<file path="config.mk">
export PLATFORM = sky130hd
export DESIGN_NAME = iopb_queue
export DESIGN_NICKNAME = d
export VERILOG_FILES = /design/src/rtl/iopb_pkg.sv /design/src/rtl/iopb_queue.sv
export SDC_FILE = /design/constraint.sdc
export NUM_CORES = 1
export LEC_CHECK = 0
export BUFFER_PORTS_ARGS = -buffer_cell sky130_fd_sc_hd__buf_4
export CORE_ASPECT_RATIO = 1.25
export CORE_MARGIN = 2
export CORE_UTILIZATION = 55
export DETAILED_ROUTE_END_ITERATION = 10
export HOLD_SLACK_MARGIN = 0.05
export PLACE_DENSITY = 0.79
export SYNTH_ARGS = -nofsm -noshare
export SYNTH_HDL_FRONTEND = slang
export SYNTH_SLANG_ARGS = --single-unit
</file>
<file path="constraint.sdc">
create_clock -name clock -period 4 [get_ports clock]
set_clock_uncertainty 0.2 [all_clocks]
set_input_delay 0.4 -clock clock [delete_from_list [all_inputs] [get_ports clock]]
set_output_delay 0.4 -clock clock [all_outputs]
set_load 0.05 [all_outputs]
</file>
<file path="src/rtl/iopb_pkg.sv">
// ----------------------------------------------------------------------------
// iopb_pkg
// shared types and constants of the i/o permission bitmap unit
// ----------------------------------------------------------------------------
package iopb_pkg;

   localparam int PORT_COUNT = 65536;
   localparam int MAP_BYTES  = (PORT_COUNT + 7) / 8;
   localparam int AW         = (MAP_BYTES > 1) ? $clog2(MAP_BYTES) : 1;

   localparam logic [1:0] ST_OK        = 2'd0;
   localparam logic [1:0] ST_BAD_RANGE = 2'd1;
   localparam logic [1:0] ST_BAD_FLAG  = 2'd2;
   localparam logic [1:0] ST_NO_RIGHTS = 2'd3;

   localparam logic OP_RANGE = 1'b0;
   localparam logic OP_READ  = 1'b1;

   typedef enum logic [2:0] {
      K_DONE,
      K_READ,
      K_CHECK,
      K_SET_ON,
      K_SET_OFF
   } kind_type;

   typedef struct packed {
      kind_type     kind;
      logic [1:0]   status;
      logic [AW-1:0] b0;
      logic [AW-1:0] b1;
      logic [7:0]   lmask;
      logic [7:0]   hmask;
   } cmd_type;

endpackage

</file>
<file path="src/rtl/iopb_queue.sv">
// ----------------------------------------------------------------------------
// iopb_queue
// two-entry command queue between front and back
// ----------------------------------------------------------------------------
module iopb_queue (
   input  logic              clock,
   input  logic              reset,
   input  logic              push,
   input  iopb_pkg::cmd_type push_cmd,
   output logic              full,
   input  logic              pop,
   output iopb_pkg::cmd_type pop_cmd,
   output logic              empty
);
   import iopb_pkg::*;

   cmd_type    mem_ff [2];
   logic       wp_ff, wp_in, rp_ff, rp_in;
   logic [1:0] cnt_ff, cnt_in;
   logic       do_push, do_pop;

   assign full    = (cnt_ff == 2'd2);
   assign empty   = (cnt_ff == 2'd0);
   assign pop_cmd = mem_ff[rp_ff];
   assign do_push = push && !full;
   assign do_pop  = pop && !empty;

   always_comb begin
      wp_in  = do_push ? !wp_ff : wp_ff;
      rp_in  = do_pop ? !rp_ff : rp_ff;
      cnt_in = cnt_ff + 2'(do_push) - 2'(do_pop);
   end

   always_ff @(posedge clock) begin
      if (reset) begin
         wp_ff  <= 1'b0;
         rp_ff  <= 1'b0;
         cnt_ff <= 2'd0;
      end else begin
         wp_ff  <= wp_in;
         rp_ff  <= rp_in;
         cnt_ff <= cnt_in;
      end
      if (do_push) begin
         mem_ff[wp_ff] <= push_cmd;
      end
   end

endmodule

</file>
---- Word-level counts from Yosys, hierarchy flattened ----
Memory sizes are Yosys's and may differ from the RTL's. A register that Yosys moved wholly into a read port is not among the register bits.
Cells that the tools add are included.
cells by class
  shift-type cells ........................ 0
  reductions and logical operators ........ 7
  multipliers ............................. 0
  mux-type cells .......................... 4
  add/sub/neg operators ................... 2
  equal/unequal tests ..................... 1
  order comparisons ....................... 0
  bitwise logic cells ..................... 0
  divide/modulo/power cells ............... 0
operators with widths
  operator                              count
  logical NOT 1 bit                     4
  two-way mux 1 bit                     4
  adder 2 x 1 -> 2 bit                  1
  == test 2 bit, second input constant  1
  logical AND 1 bit                     2
  logical NOT 2 bit                     1
  subtractor 2 x 1 -> 2 bit             1
word-level totals
  memory bits (read-only) ................. 0
  register bits ........................... 4
  memories kept ........................... 1
  input port bits ......................... 51
  RAM bits ................................ 94
  latch bits .............................. 0
memory list
  name    words  bits a word  rd ports  clocked after memory_dff  write ports  line              RTL
  mem_ff  2      47           1         1                         1            iopb_queue.sv:17  cmd_type mem_ff [2];

---- Depth between registers and ports, before layout ----
  depth in word-level cells ............... 5
  mapped depth ............................ 8
  depth with buffers taken out ............ 8

---- Worst setup path after synthesis ----
OpenSTA, ideal clock, no wires.
  path kind ............................... flip-flop to flip-flop
  start ................................... reg cnt_ff[0]
  end ..................................... mem mem_ff[0][0] in the netlist's numbering, enable pin
  arrival ................................. 1882 ps
  period minus slack after synthesis ...... 2483 ps
  setup time .............................. 401 ps
  path slack .............................. 1517 ps
  stages on the path, launching flop included .. 5
  cells stage by stage .................... dfxtp_1 > nand2b_2 > inv_2 > or3_1 > inv_1
on the way
  cells in the longest elaborated chain, start to end .. 5
RTL lines
  element                                  line              RTL
  start, declared                          iopb_queue.sv:19  logic [1:0] cnt_ff, cnt_in;
  start signal, assigned                   iopb_queue.sv:42  cnt_ff <= cnt_in;
  == test 2 bit                            iopb_queue.sv:22  assign full = (cnt_ff == 2'd2);
  via full                                 iopb_queue.sv:10  output logic full,
  logical NOT 1 bit                        iopb_queue.sv:25  assign do_push = push && !full;
  logical AND 1 bit                        iopb_queue.sv:25
  two-way mux 1 bit                        iopb_queue.sv:44  if (do_push) begin
  two-way mux 1 bit (implied by the code)  iopb_queue.sv:45  mem_ff[wp_ff] <= push_cmd;
  end, declared                            iopb_queue.sv:17
The timed path passes the listed nets, and every way through them passes these cells.

==> flow_summary.yaml <==
detailed_routing:
  postRouteAntennaNets: 0
  drc: 0
  vias: 2066
  drtIter0Drc: 183
  avgRoutedWirePerCell_um: 16.3
  firstDrtPassIters: 4
  vias_per_cell: 4.95
  routed_wl_um: 6820
pwr:
  swShare_pct: 39.1
  p_int_mw: 2.05
  p_comb_share_pct: 39.7
  ir_worst_vdd_mv: 0.537
  fin_total_pwr_mw: 3.37
  p_leak_nw: 1.94
  p_clk_share_pct: 17.7
  cellPowerDensity_nw_per_um2: 660
  pwr-share-seq_pct: 42.6
  p_switching_mw: 1.32
floorplan:
  die_w_um: 76.7
  std_cell_rows: 33
  die_height_um: 94.8
  io_pins: 100
  coreArea_um2: 6480
  dieArea_um2: 7270
  start_util_pct: 56.0
place:
  io_buffer_count: 99
  place_worst_setup_slack_ns: 1.64
  place_congestion: 0.680
  hpwl_um: 3970
worst_setup_path:
  critPathRequiredTime_ns: 3.40
  worst_r2r_path_depth: 4
  worstSetupStartpointType: "flip-flop"
  crit_type: "reg2out"
  cp_slowest_cell: "dfxtp_2"
  cp.arrival_ns: 2.08
  endpoint_kind: "output port"
  worstPathCellList: "mux2_1 > buf_4"
  cpPeakStageDelay_ns: 1.09
  crit_fanout: 47
logic_synthesis:
  synth.distinct_cells: 21
  synth-seq-cells: 99
  netlist_instances: 173
  yosys-top-cells-area: "edfxtp_1, mux2_1, dfxtp_1, buf_6, ha_1"
  avgSynthCellArea_um2: 21.0
  synth-seq-area-share_pct: 80.5
  yosysTopAreaCell: "edfxtp_1"
  yosysTopAreaCellShare_pct: 77.7
  yosysWarningCount: 0
  synth_nets: 226
  synthesis.area_um2: 3630
clock_network:
  cts_buffers: 9
  ctsResizeCount: 0
  htree_levels: 3
  clock_path_buffers: 2
  cts_tree: "done"
  root_buffer: "clkbuf_8"
  worstSkewPairLatency_ns: 0.34
  cts_num_sinks: 99
  clk_pin_slew_ns: 0.07
global_route:
  grt_max_degree: 48
  antenna_found_initial: 0
  grt_first_pass_wirelength_um: 10400
  grt_util_all_layers_pct: 19.3
  grt_pass1_vias: 2136
  grt-ovfl-total: 0
sta:
  drv_slew: 0
  max-slew-margin-rel_pct: 23.6
  tightest_slew_ns: 1.15
  hold_viol_final: 0
  period_minus_slack_ns: 2.68
  fmax_mhz: 374
  post-route-period-util_pct: 66.9
  setup_tns_ns: 0
  setup_viol: 0
  setup_ws_ns: 1.32
  rsz0062_at_grt: "no"
outcome:
  status: "complete, no violations"
cells_and_area:
  drive_gt1_share_pct: 35.8
  synthToLayoutAreaGrowth_pct: 40.6
  antennaDiodeCount: 0
  fin_nets: 379
  fillers: 398
worst_hold_path:
  hold_path.class: "in2reg"
  hold_depth: 4
job:
  drv_cap: 0
[sequential cells by signal, summed over array words and instances, names as in the netlist, named ones only]
name / count
wp_ff: 1
rp_ff: 1
cnt_ff: 2
mem_ff: 94
[cells in the mapped netlist, drive strengths merged]
| master | number |
|---|---|
| inv | 4 |
| dfxtp | 5 |
| buf | 5 |
| edfxtp | 94 |
| nor2b | 1 |
| a21oi | 1 |
| xnor2 | 1 |
| nand2 | 1 |
| nor2 | 4 |
| nand2b | 1 |
| and2 | 1 |
| nor3 | 1 |
| or3 | 1 |
| xor2 | 1 |
| o21a | 1 |
| ha | 2 |
| and3 | 1 |
| o21ai | 1 |
| mux2 | 47 |
[power by group through the flow]
stage	clock (mW)	sequential [mW]	combinational, mW
after floorplan	0	1.37	1.00
after global placement	0	1.45	1.29
after detailed placement	0	1.46	1.30
after CTS	0.609	1.44	1.34
after global routing	0.646	1.46	1.40
final	0.596	1.44	1.34
[stage by stage]
step	std cells	instance area [um2]	util (%)	hold slack, ns
floorplan	173	3630	-	0.251
global placement	354	4440	68.5	0.271
detailed placement	354	4440	68.5	0.293
CTS	417	5100	78.7	0.237
global route	417	5100	78.7	0.256
finish	417	5100	78.7	0.249
[metal layers]
layer,routed length [um],GRT usage [%]
met5,0,0
met4,182,8.48
met3,229,4.88
met2,3900,36.3
met1,2500,20.4
[cells in the final DEF, fill, tap and decap left out, types with 2 or more instances in the layout]
cell,instances
ha_1,2
buf_4,99
clkbuf_8,9
inv_2,2
clkbuf_1,2
dlygate4sd3_1,48
clkinvlp_4,3
inv_1,2
mux2_1,47
dfxtp_1,4
nor2_1,4
edfxtp_1,94
[final cells by class]
cell class / instances / area [um2] / share of cell area [%]
multi-input cells: 65 / 649 / 12.7
repair buffers: 147 / 1220 / 24.0
clock buffers: 11 / 131 / 2.57
well taps: 87 / 109 / 2.13
clock inverters: 4 / 52.6 / 1.03
inverters: 4 / 15.0 / 0.294
flip-flops and latches: 99 / 2920 / 57.3
[kinds of logic after synthesis]
logic type               Yosys count  share of synthesized area [%]
AO/OA/AOI/OAI                      3                          0.517
flip-flops                        99                           80.5
multiplexers                      47                           14.6
AND/OR/NAND/NOR                   11                           1.62
buffers and inverters              9                           1.62
XOR/XNOR                           2                          0.483
adder cells (fa/ha/maj)            2                          0.689
[critical path, delay by kind of cell, from the launching register on]
kind,cells,cell delay (ns)
flops,1,1.09
buf+inv,1,0.20
mux,1,0.43
[final timing paths]
path | slack, ns | to | startpoint
min | 0.25 | wp_ff$_SDFFE_PP0P_ | push
min reg2reg | 0.31 | wp_ff$_SDFFE_PP0P_ | wp_ff$_SDFFE_PP0P_
max reg2reg | 1.77 | mem_ff[0][21]$_DFFE_PP_ | cnt_ff[0]$_SDFF_PP0_
max | 1.32 | pop_cmd[3] | flip-flop
[repair_timing]
action | 4_1_cts | 5_1_grt
hold buffers | 48 | 0
buffers inserted | 0 | 0
hold endpoints to repair | 98 | 0
Note: power is estimated with default switching activity, not from simulation.
