File: src/rtl/iopb_pkg.sv
// ----------------------------------------------------------------------------
// iopb_pkg
// shared types and constants of the i/o permission bitmap unit
// ----------------------------------------------------------------------------
package iopb_pkg;

   localparam int PORT_COUNT = 65536;
   localparam int MAP_BYTES  = (PORT_COUNT + 7) / 8;
   localparam int AW         = (MAP_BYTES > 1) ? $clog2(MAP_BYTES) : 1;

   localparam logic [1:0] ST_OK        = 2'd0;
   localparam logic [1:0] ST_BAD_RANGE = 2'd1;
   localparam logic [1:0] ST_BAD_FLAG  = 2'd2;
   localparam logic [1:0] ST_NO_RIGHTS = 2'd3;

   localparam logic OP_RANGE = 1'b0;
   localparam logic OP_READ  = 1'b1;

   typedef enum logic [2:0] {
      K_DONE,
      K_READ,
      K_CHECK,
      K_SET_ON,
      K_SET_OFF
   } kind_type;

   typedef struct packed {
      kind_type     kind;
      logic [1:0]   status;
      logic [AW-1:0] b0;
      logic [AW-1:0] b1;
      logic [7:0]   lmask;
      logic [7:0]   hmask;
   } cmd_type;

endpackage

File: src/rtl/iopb_front.sv
// ----------------------------------------------------------------------------
// iopb_front
// classifies a request into a command for the bitmap walker
// ----------------------------------------------------------------------------
module iopb_front (
   input  logic               op,
   input  logic [16:0]        first_port,
   input  logic [16:0]        port_count,
   input  logic [7:0]         enable_flag,
   input  logic               privileged,
   input  logic [12:0]        byte_index,
   output iopb_pkg::cmd_type  cmd
);
   import iopb_pkg::*;

   logic [17:0] sum;
   logic [16:0] last;

   always_comb begin
      sum  = {1'b0, first_port} + {1'b0, port_count};
      last = 17'(sum - 18'd1);
      cmd.kind   = K_DONE;
      cmd.status = ST_OK;
      cmd.b0     = AW'(first_port >> 3);
      cmd.b1     = AW'(last >> 3);
      cmd.lmask  = 8'hff << first_port[2:0];
      cmd.hmask  = 8'hff >> (3'd7 - last[2:0]);
      if (op == OP_READ) begin
         cmd.b0 = AW'(byte_index);
         cmd.b1 = AW'(byte_index);
         if ({1'b0, byte_index} < 14'(MAP_BYTES)) begin
            cmd.kind = K_READ;
         end else begin
            cmd.status = ST_BAD_RANGE;
         end
      end else if (port_count == 17'd0) begin
         cmd.status = ST_OK;
      end else if (sum > 18'(PORT_COUNT)) begin
         cmd.status = ST_BAD_RANGE;
      end else if (enable_flag > 8'd1) begin
         cmd.status = ST_BAD_FLAG;
      end else if (enable_flag == 8'd1 && !privileged) begin
         cmd.kind = K_CHECK;
      end else if (enable_flag == 8'd1) begin
         cmd.kind = K_SET_ON;
      end else begin
         cmd.kind = K_SET_OFF;
      end
   end

endmodule

File: config.mk
export PLATFORM = sky130hd
export DESIGN_NAME = iopb_front
export DESIGN_NICKNAME = d
export VERILOG_FILES = /design/src/rtl/iopb_pkg.sv /design/src/rtl/iopb_front.sv
export SDC_FILE = /design/constraint.sdc
export NUM_CORES = 1
export LEC_CHECK = 0
export BUFFER_PORTS_ARGS = -buffer_cell sky130_fd_sc_hd__buf_4
export CAP_MARGIN = 20
export CORE_MARGIN = 2
export CORE_UTILIZATION = 25
export DETAILED_ROUTE_END_ITERATION = 12
export SLEW_MARGIN = 15
export SYNTH_ARGS = -nofsm -noshare
export SYNTH_HDL_FRONTEND = slang
export SYNTH_SLANG_ARGS = --single-unit
File: constraint.sdc
create_clock -name vclk -period 2.5
set_clock_uncertainty 0.15 [all_clocks]
set_input_delay 0 -clock vclk [all_inputs]
set_output_delay 0 -clock vclk [all_outputs]
set_load 0.02 [all_outputs]
=== Yosys cells after proc, flatten, opt, wreduce, memory -nomap -nowiden ===
Index checks and enable logic that the tools add are counted.

* Add/sub/neg operators: 3
* Magnitude comparators: 2
* Equality and inequality tests: 1
* Shifts and indexed selects: 2
* Multiplexer cells: 10
* Reduce and logical (&&, ||, !) cells: 3

{| class="wikitable"
|+ Operator list
! cell !! count
|-
| two-way mux 26 bit || 1
|-
| adder 17 x 17 -> 18 bit || 1
|-
| > comparator 18 x 17 -> 1 bit (second input constant) || 1
|-
| zero test 17 bit || 1
|-
| subtractor 16 x 1 -> 16 bit (second input constant) || 1
|-
| two-way mux 3 bit || 5
|-
| == test 8 x 1 -> 1 bit (second input constant) || 1
|-
| > comparator 8 x 1 -> 1 bit (second input constant) || 1
|-
| << shifter 8 x 3 -> 8 bit (first input constant) || 1
|-
| >> shifter 8 x 3 -> 8 bit (first input constant) || 1
|-
| two-way mux 2 bit || 3
|-
| two-way mux 5 bit || 1
|-
| subtractor 3 bit (first input constant) || 1
|-
| logical AND 1 bit || 1
|-
| zero test 1 bit || 1
|}

* Register bits: 0
* Bits of input ports: 57
* Output and inout bits: 47
* Logic and storage cells: 21

=== Depth between registers and ports, before layout ===
Gate-level depths: netlist of the first run.

* Word-level depth: 7
* Mapped depth: 10
* Depth with buffers taken out: 9

=== Worst setup path after synthesis of the first run ===
No wires, ideal clock.

* Path type: input port to output port
* Start point: input port first_port[0]
* End point: output port cmd[27] (netlist name)
* Arrival time: 2,640 ps
* Required time: 2,350 ps
* Slack: -290 ps
* Cell stages on the path: 9
* Buffers on the path: 0
* Cells stage by stage: ha_1 fa_1 a21o_1 a31oi_1 o311ai_0 a31o_4 nor4_1 a31oi_1 o31ai_1

{| class="wikitable"
|+ RTL lines
! element !! line !! RTL
|-
| from (decl) || iopb_front.sv:7 || <nowiki>input logic [16:0] first_port,</nowiki>
|-
| to (decl) || iopb_front.sv:12 || <nowiki>output iopb_pkg::cmd_type cmd</nowiki>
|}

==> impl_metrics.csv, run 1 <==
group,metric,value,unit
synth,yosysWarnings,0,
grt,grt_use_met2,31.2,%
grt,grt_pass1_wl,14000,um
worst_setup_path,crit_top_cell,"a211oi_2",
sta,clock.fmax,0.364,GHz
synth,synth.area.mux_share,1.56,%
status,status,"finished with violations",
worst_setup_path,cp.arrival,2600,ps
grt,grt_start_max_net_pins,43,
grt,grt_busiest_layer,"met2",
hold_path,hp-start,"enable_flag[0]",
drt,drc_errors,0,
sta,setup_viol,12,
worst_setup_path,worst_setup_path_end_kind,"primary output",
sta,whs,125,ps
power_and_ir_drop,sw_frac_of_total,51.7,%
drt,drt_iter0_markers,206,
synth,synthAdderAreaFrac,14.2,%
sta,slew_violations,0,
synth,synth.distinct_cells,58,
sta,min_period,2750,ps
synth,synth_area_leaders,"ha_1 (13%), o21ai_0 (9.1%), nand2_1 (5.2%)",
drt,vias,3133,
layout,antenna_cells,0,
drt,postRouteAntennaNets,0,
worst_setup_path,cp_slowest_cell,"fa_2",
layout,fin_area,3970,sq um
hold_path,hold_class,"in -> out",
grt,grt_pass1_vias,2825,
layout,final-seq-area,0,sq um
layout,final_cells,595,
sta,setup_slack,-249,ps
synth,synth_compound_area_share,35.4,%
synth,ys_seq_area_share,0,%
drt,wirelength,9020,um
layout,fin_nets,572,
floorplan,placeableCoreArea,8130,sq um
sta,grt_setup_unrepaired,"yes",
placed_design,dp.cells,583,
sta,tns,-1880,ps
drt,avgViaCountPerCell,5.27,
floorplan,initial_core_util,25.6,%
worst_setup_path,max_stage_delay,370,ps
grt,grt_use_total,18.9,%
synth,yosys.area.top_type,"ha_1",
power_and_ir_drop,p_per_area,308,nW/um^2
power_and_ir_drop,p_int,0.591,mW
placed_design,routabilityCongestion,0.884,
placed_design,placed_cell_area,3510,sq um
power_and_ir_drop,clkPwrFrac,0,%
grt,use_met1,27.7,%
synth,synth-simple-area-share,32.8,%
drt,drtPass1Iterations,5,
grt,use_met3,1.26,%
hold_path,holdPathStages,3,
synth,synth_xor_area_share,6.73,%
worst_setup_path,worst-setup-path-type,"in -> out",
placed_design,dp_hpwl,7400,um
power_and_ir_drop,p_sw,0.633,mW
worst_setup_path,start_kind,"input port",
run,max-cap-violations,0,
placed_design,place.port_buffers,102,
layout,areaGrowthSynthToFinish,90.9,%
layout,drive_gt1_share,52.7,%
sta,timing.final.crit_share,110,%
sta,hold_viol,0,
worst_setup_path,path_max_fanout,3,
hold_path,min_to,"cmd[46]",
power_and_ir_drop,seqPwrFrac,0,%
floorplan,die_h,95.3,um
layout,mostFrequentLayoutCells,"buf_4 (183), nand2_1 (29), o21ai_0 (28)",
grt,grt_overflow,0,
power_and_ir_drop,leakage,1.84,nW
floorplan,die_area,9070,sq um
status,violations,"setup timing",
floorplan,die_w,95.3,um
drt,post_drt_wl_per_cell,15.2,um
floorplan,row_count,33,
synth,syn_area_per_cell,6.59,sq um
layout,n_clock_buffer,0,
layout,seq_cell_count,0,
power_and_ir_drop,power,1.22,mW
synth,netlist_instances,316,
synth,synth_area,2080,sq um
power_and_ir_drop,ir_worst_vdd,0.000119,V
worst_setup_path,required,2350,ps
layout,final_common_cell,"buf_4",
power_and_ir_drop,power.share.combinational,100.0,%
floorplan,pin_count,104,
synth,synth_top_family_by_area,"compound AO/OA/AOI/OAI gates",
grt,antenna_found_initial,0,
synth,synth_top_area_share,13.2,%
worst_setup_path,path_cells,"buf_8 > ha_4 > fa_2 > a21o_1 > a211oi_2 > o211ai_1 > and3_4 > nor4b_4 > nand4_4 > buf_6 > a211oi_2 > buf_4",
layout,num-fill-cells,755,
==> power groups by stage <==
stage | sequential, mW | clock, mW | combinational (mW)
2_1_floorplan | 0 | 0 | 0.584
3_3_place_gp | 0 | 0 | 1.06
3_5_place_dp | 0 | 0 | 1.07
4_1_cts | 0 | 0 | 1.19
5_1_grt | 0 | 0 | 1.32
6_report | 0 | 0 | 1.22
==> worst max-delay path by stage <==
stage	from	endpoint	slack (ps)
floorplan	first_port[6]	cmd[27]	-20
global placement	first_port[0]	cmd[42]	-410
detailed placement	first_port[0]	cmd[42]	-410
CTS	first_port[0]	cmd[46]	-180
global route	first_port[0]	cmd[43]	-350
finish	first_port[0]	cmd[45]	-250
==> through the flow <==
stage / utilization, % / worst slack (ps)
2_1_floorplan: - / -18.1
3_3_place_gp: 43.2 / -407
3_5_place_dp: 43.2 / -408
4_1_cts: 48.0 / -182
5_1_grt: 48.9 / -352
6_report: 48.9 / -249
==> cells in the mapped netlist (4+ instances only) <==
| cell type | count |
|---|---|
| ha_1 | 22 |
| xor2_1 | 6 |
| a211o_1 | 6 |
| nand3_1 | 11 |
| nand2b_1 | 5 |
| inv_1 | 23 |
| a21o_1 | 7 |
| a21oi_1 | 18 |
| nor2_1 | 19 |
| o211ai_1 | 12 |
| nor4_1 | 7 |
| and3_1 | 5 |
| a31oi_1 | 4 |
| nand4_1 | 7 |
| clkbuf_1 | 8 |
| a211oi_1 | 11 |
| o21ai_0 | 38 |
| xnor2_1 | 10 |
| buf_4 | 4 |
| nor3_1 | 7 |
| nand2_1 | 29 |
==> kinds of logic (layout without fill, tap and decap cells) <==
family | after synthesis | after routing
simple gates | 120 | 120
mux | 3 | 3
compound gates | 111 | 111
other cells | 1 | 2
buf+inv | 42 | 215
fa+ha+maj | 23 | 23
xor+xnor | 16 | 16
==> metal layers <==
layer | share of wire, % | vias to the layer above
li1 | - | 1532
met1 | 45 | 1459
met2 | 47 | 122
met3 | 5.9 | 20
met4 | 1.7 | 0
met5 | 0 | -
==> cell type report <==
cell class / instances / area (sq um) / area share, %
inverter: 23 / 86.3 / 2.17
multi-input combinational: 275 / 2280 / 57.3
tap: 105 / 131 / 3.31
timing repair buffer: 192 / 1480 / 37.2
==> worst max-delay path: cells and delay by family <==
kind	cells	cell delay (ps)
compound gates	4	880
fa+ha+maj	2	530
buf+inv	3	420
simple gates	3	760
==> what timing repair did <==
item	CTS	global route
endpoints found under the setup margin	13	14
hold buffers	0	0
gates resized for setup	59	15
buffers inserted	13	2
pin swaps	33	16
(Power assumes the default switching activity.)
==> run 2: changes to the inputs <==
--- a/config.mk
+++ b/config.mk
@@ -10,6 +10,7 @@
 export CORE_MARGIN = 2
 export CORE_UTILIZATION = 25
 export DETAILED_ROUTE_END_ITERATION = 12
+export RECOVER_POWER = 25
 export SLEW_MARGIN = 15
 export SYNTH_ARGS = -nofsm -noshare
 export SYNTH_HDL_FRONTEND = slang
==> impl_metrics.csv, run 2 (synthesis results as in run 1) <==
group,metric,value,unit
status,status,"finished with violations",
status,violations,"setup timing",
drt,vias,3119,
sta,timing.final.crit_share,110,%
sta,whs,125,ps
layout,final-seq-area,0,sq um
drt,dr.max_layer_used,"met4",
layout,n_clock_buffer,0,
floorplan,placeableCoreArea,8130,sq um
floorplan,die_w,95.3,um
drt,avgViaCountPerCell,5.24,
drt,m1WireLength,4150,um
placed_design,dp.cells,583,
hold_path,hold_class,"in -> out",
sta,setup_slack,-252,ps
layout,num-fill-cells,767,
layout,areaGrowthSynthToFinish,89.6,%
worst_setup_path,required,2350,ps
worst_setup_path,worst-setup-path-type,"in -> out",
floorplan,initial_core_util,25.6,%
grt,grt_start_max_net_pins,43,
sta,maxSlewHeadroom,67.2,%
power_and_ir_drop,leakage,1.81,nW
drt,drc_errors,0,
grt,grt_overflow,0,
drt,post_drt_wl_per_cell,15.2,um
floorplan,row_count,33,
worst_setup_path,worst_setup_path_end_kind,"primary output",
run,max-cap-violations,0,
layout,antenna_cells,0,
sta,min_period,2750,ps
drt,drt_iter0_markers,220,
layout,mostFrequentLayoutCells,"buf_4 (176), nand2_1 (29), o21ai_0 (28)",
drt,wirelength,9040,um
power_and_ir_drop,ir_worst_vdd,0.000117,V
grt,grt_pass1_wl,14000,um
layout,final_common_cell,"buf_4",
layout,final_core_util,48.5,%
drt,met2_length,4270,um
drt,postRouteAntennaNets,0,
sta,setup_viol,12,
grt,grt_use_total,18.9,%
placed_design,place.port_buffers,102,
drt,drtPass1Iterations,5,
placed_design,dp_hpwl,7400,um
sta,grt_setup_unrepaired,"yes",
power_and_ir_drop,p_per_area,309,nW/um^2
sta,slew_violations,0,
layout,seq_cell_count,0,
placed_design,routabilityCongestion,0.884,
layout,multi_input_area,2280,sq um
power_and_ir_drop,power,1.22,mW
worst_setup_path,cp.arrival,2600,ps
sta,hold_viol,0,
sta,clock.fmax,0.363,GHz
grt,antenna_found_initial,0,
floorplan,die_area,9070,sq um
sta,tns,-1900,ps
layout,final_cells,595,
floorplan,pin_count,104,
hold_path,holdPathStages,3,
worst_setup_path,path_max_fanout,3,
grt,grt_pass1_vias,2825,
drt,wl_met3,486,um
layout,fin_nets,572,
floorplan,die_h,95.3,um
sta,worst_pin_slew,487,ps
layout,drive_gt1_share,51.2,%
worst_setup_path,start_kind,"input port",
-- run 2: power by group --
group / switching, mW / total [mW] / internal (mW)
Clock: 0 / 0 / 0
Sequential: 0 / 0 / 0
Combinational: 0.633 / 1.22 / 0.586
-- run 2: worst max-delay path, cell delays in order --
cell	delay (ps)
buf_8	100
ha_4	160
fa_2	370
a21o_1	230
a211oi_2	310
o211ai_1	160
and3_4	210
nor4b_4	370
nand4_4	180
buf_6	150
a211oi_2	180
buf_4	170
-- run 2: routing by layer --
metal / GRT usage [%] / vias to the layer above
met3: 1.26 / 18
met1: 27.7 / 1451
met2: 31.2 / 113
met5: 0 / -
met4: 2.29 / 0
li1: - / 1537
-- run 2: per-stage QoR --
step | instance area [sq um] | setup WS, ps
after detailed placement | 3510 | -408
after global placement | 3510 | -407
after floorplan | 2130 | -18.1
after global routing | 3950 | -352
after CTS | 3900 | -182
final | 3950 | -252
-- run 2: final cells by class --
class	instances	share of cell area, %
inverter	23	2.19
timing repair buffer	192	36.8
tap	105	3.33
multi-input combinational	275	57.7
-- run 2: path summary, 6_finish.rpt --
| path | startpoint | end | slack [ps] |
|---|---|---|---|
| worst min-delay path | enable_flag[0] | cmd[46] | 130 |
| worst max-delay path | first_port[0] | cmd[45] | -250 |
-- run 2: repair_timing --
item | CTS | global route
setup endpoints to repair | 13 | 14
pin swaps | 33 | 16
hold buffers | 0 | 0
hold endpoints to repair | 0 | 0
setup buffers | 13 | 2
gates resized for setup | 59 | 15
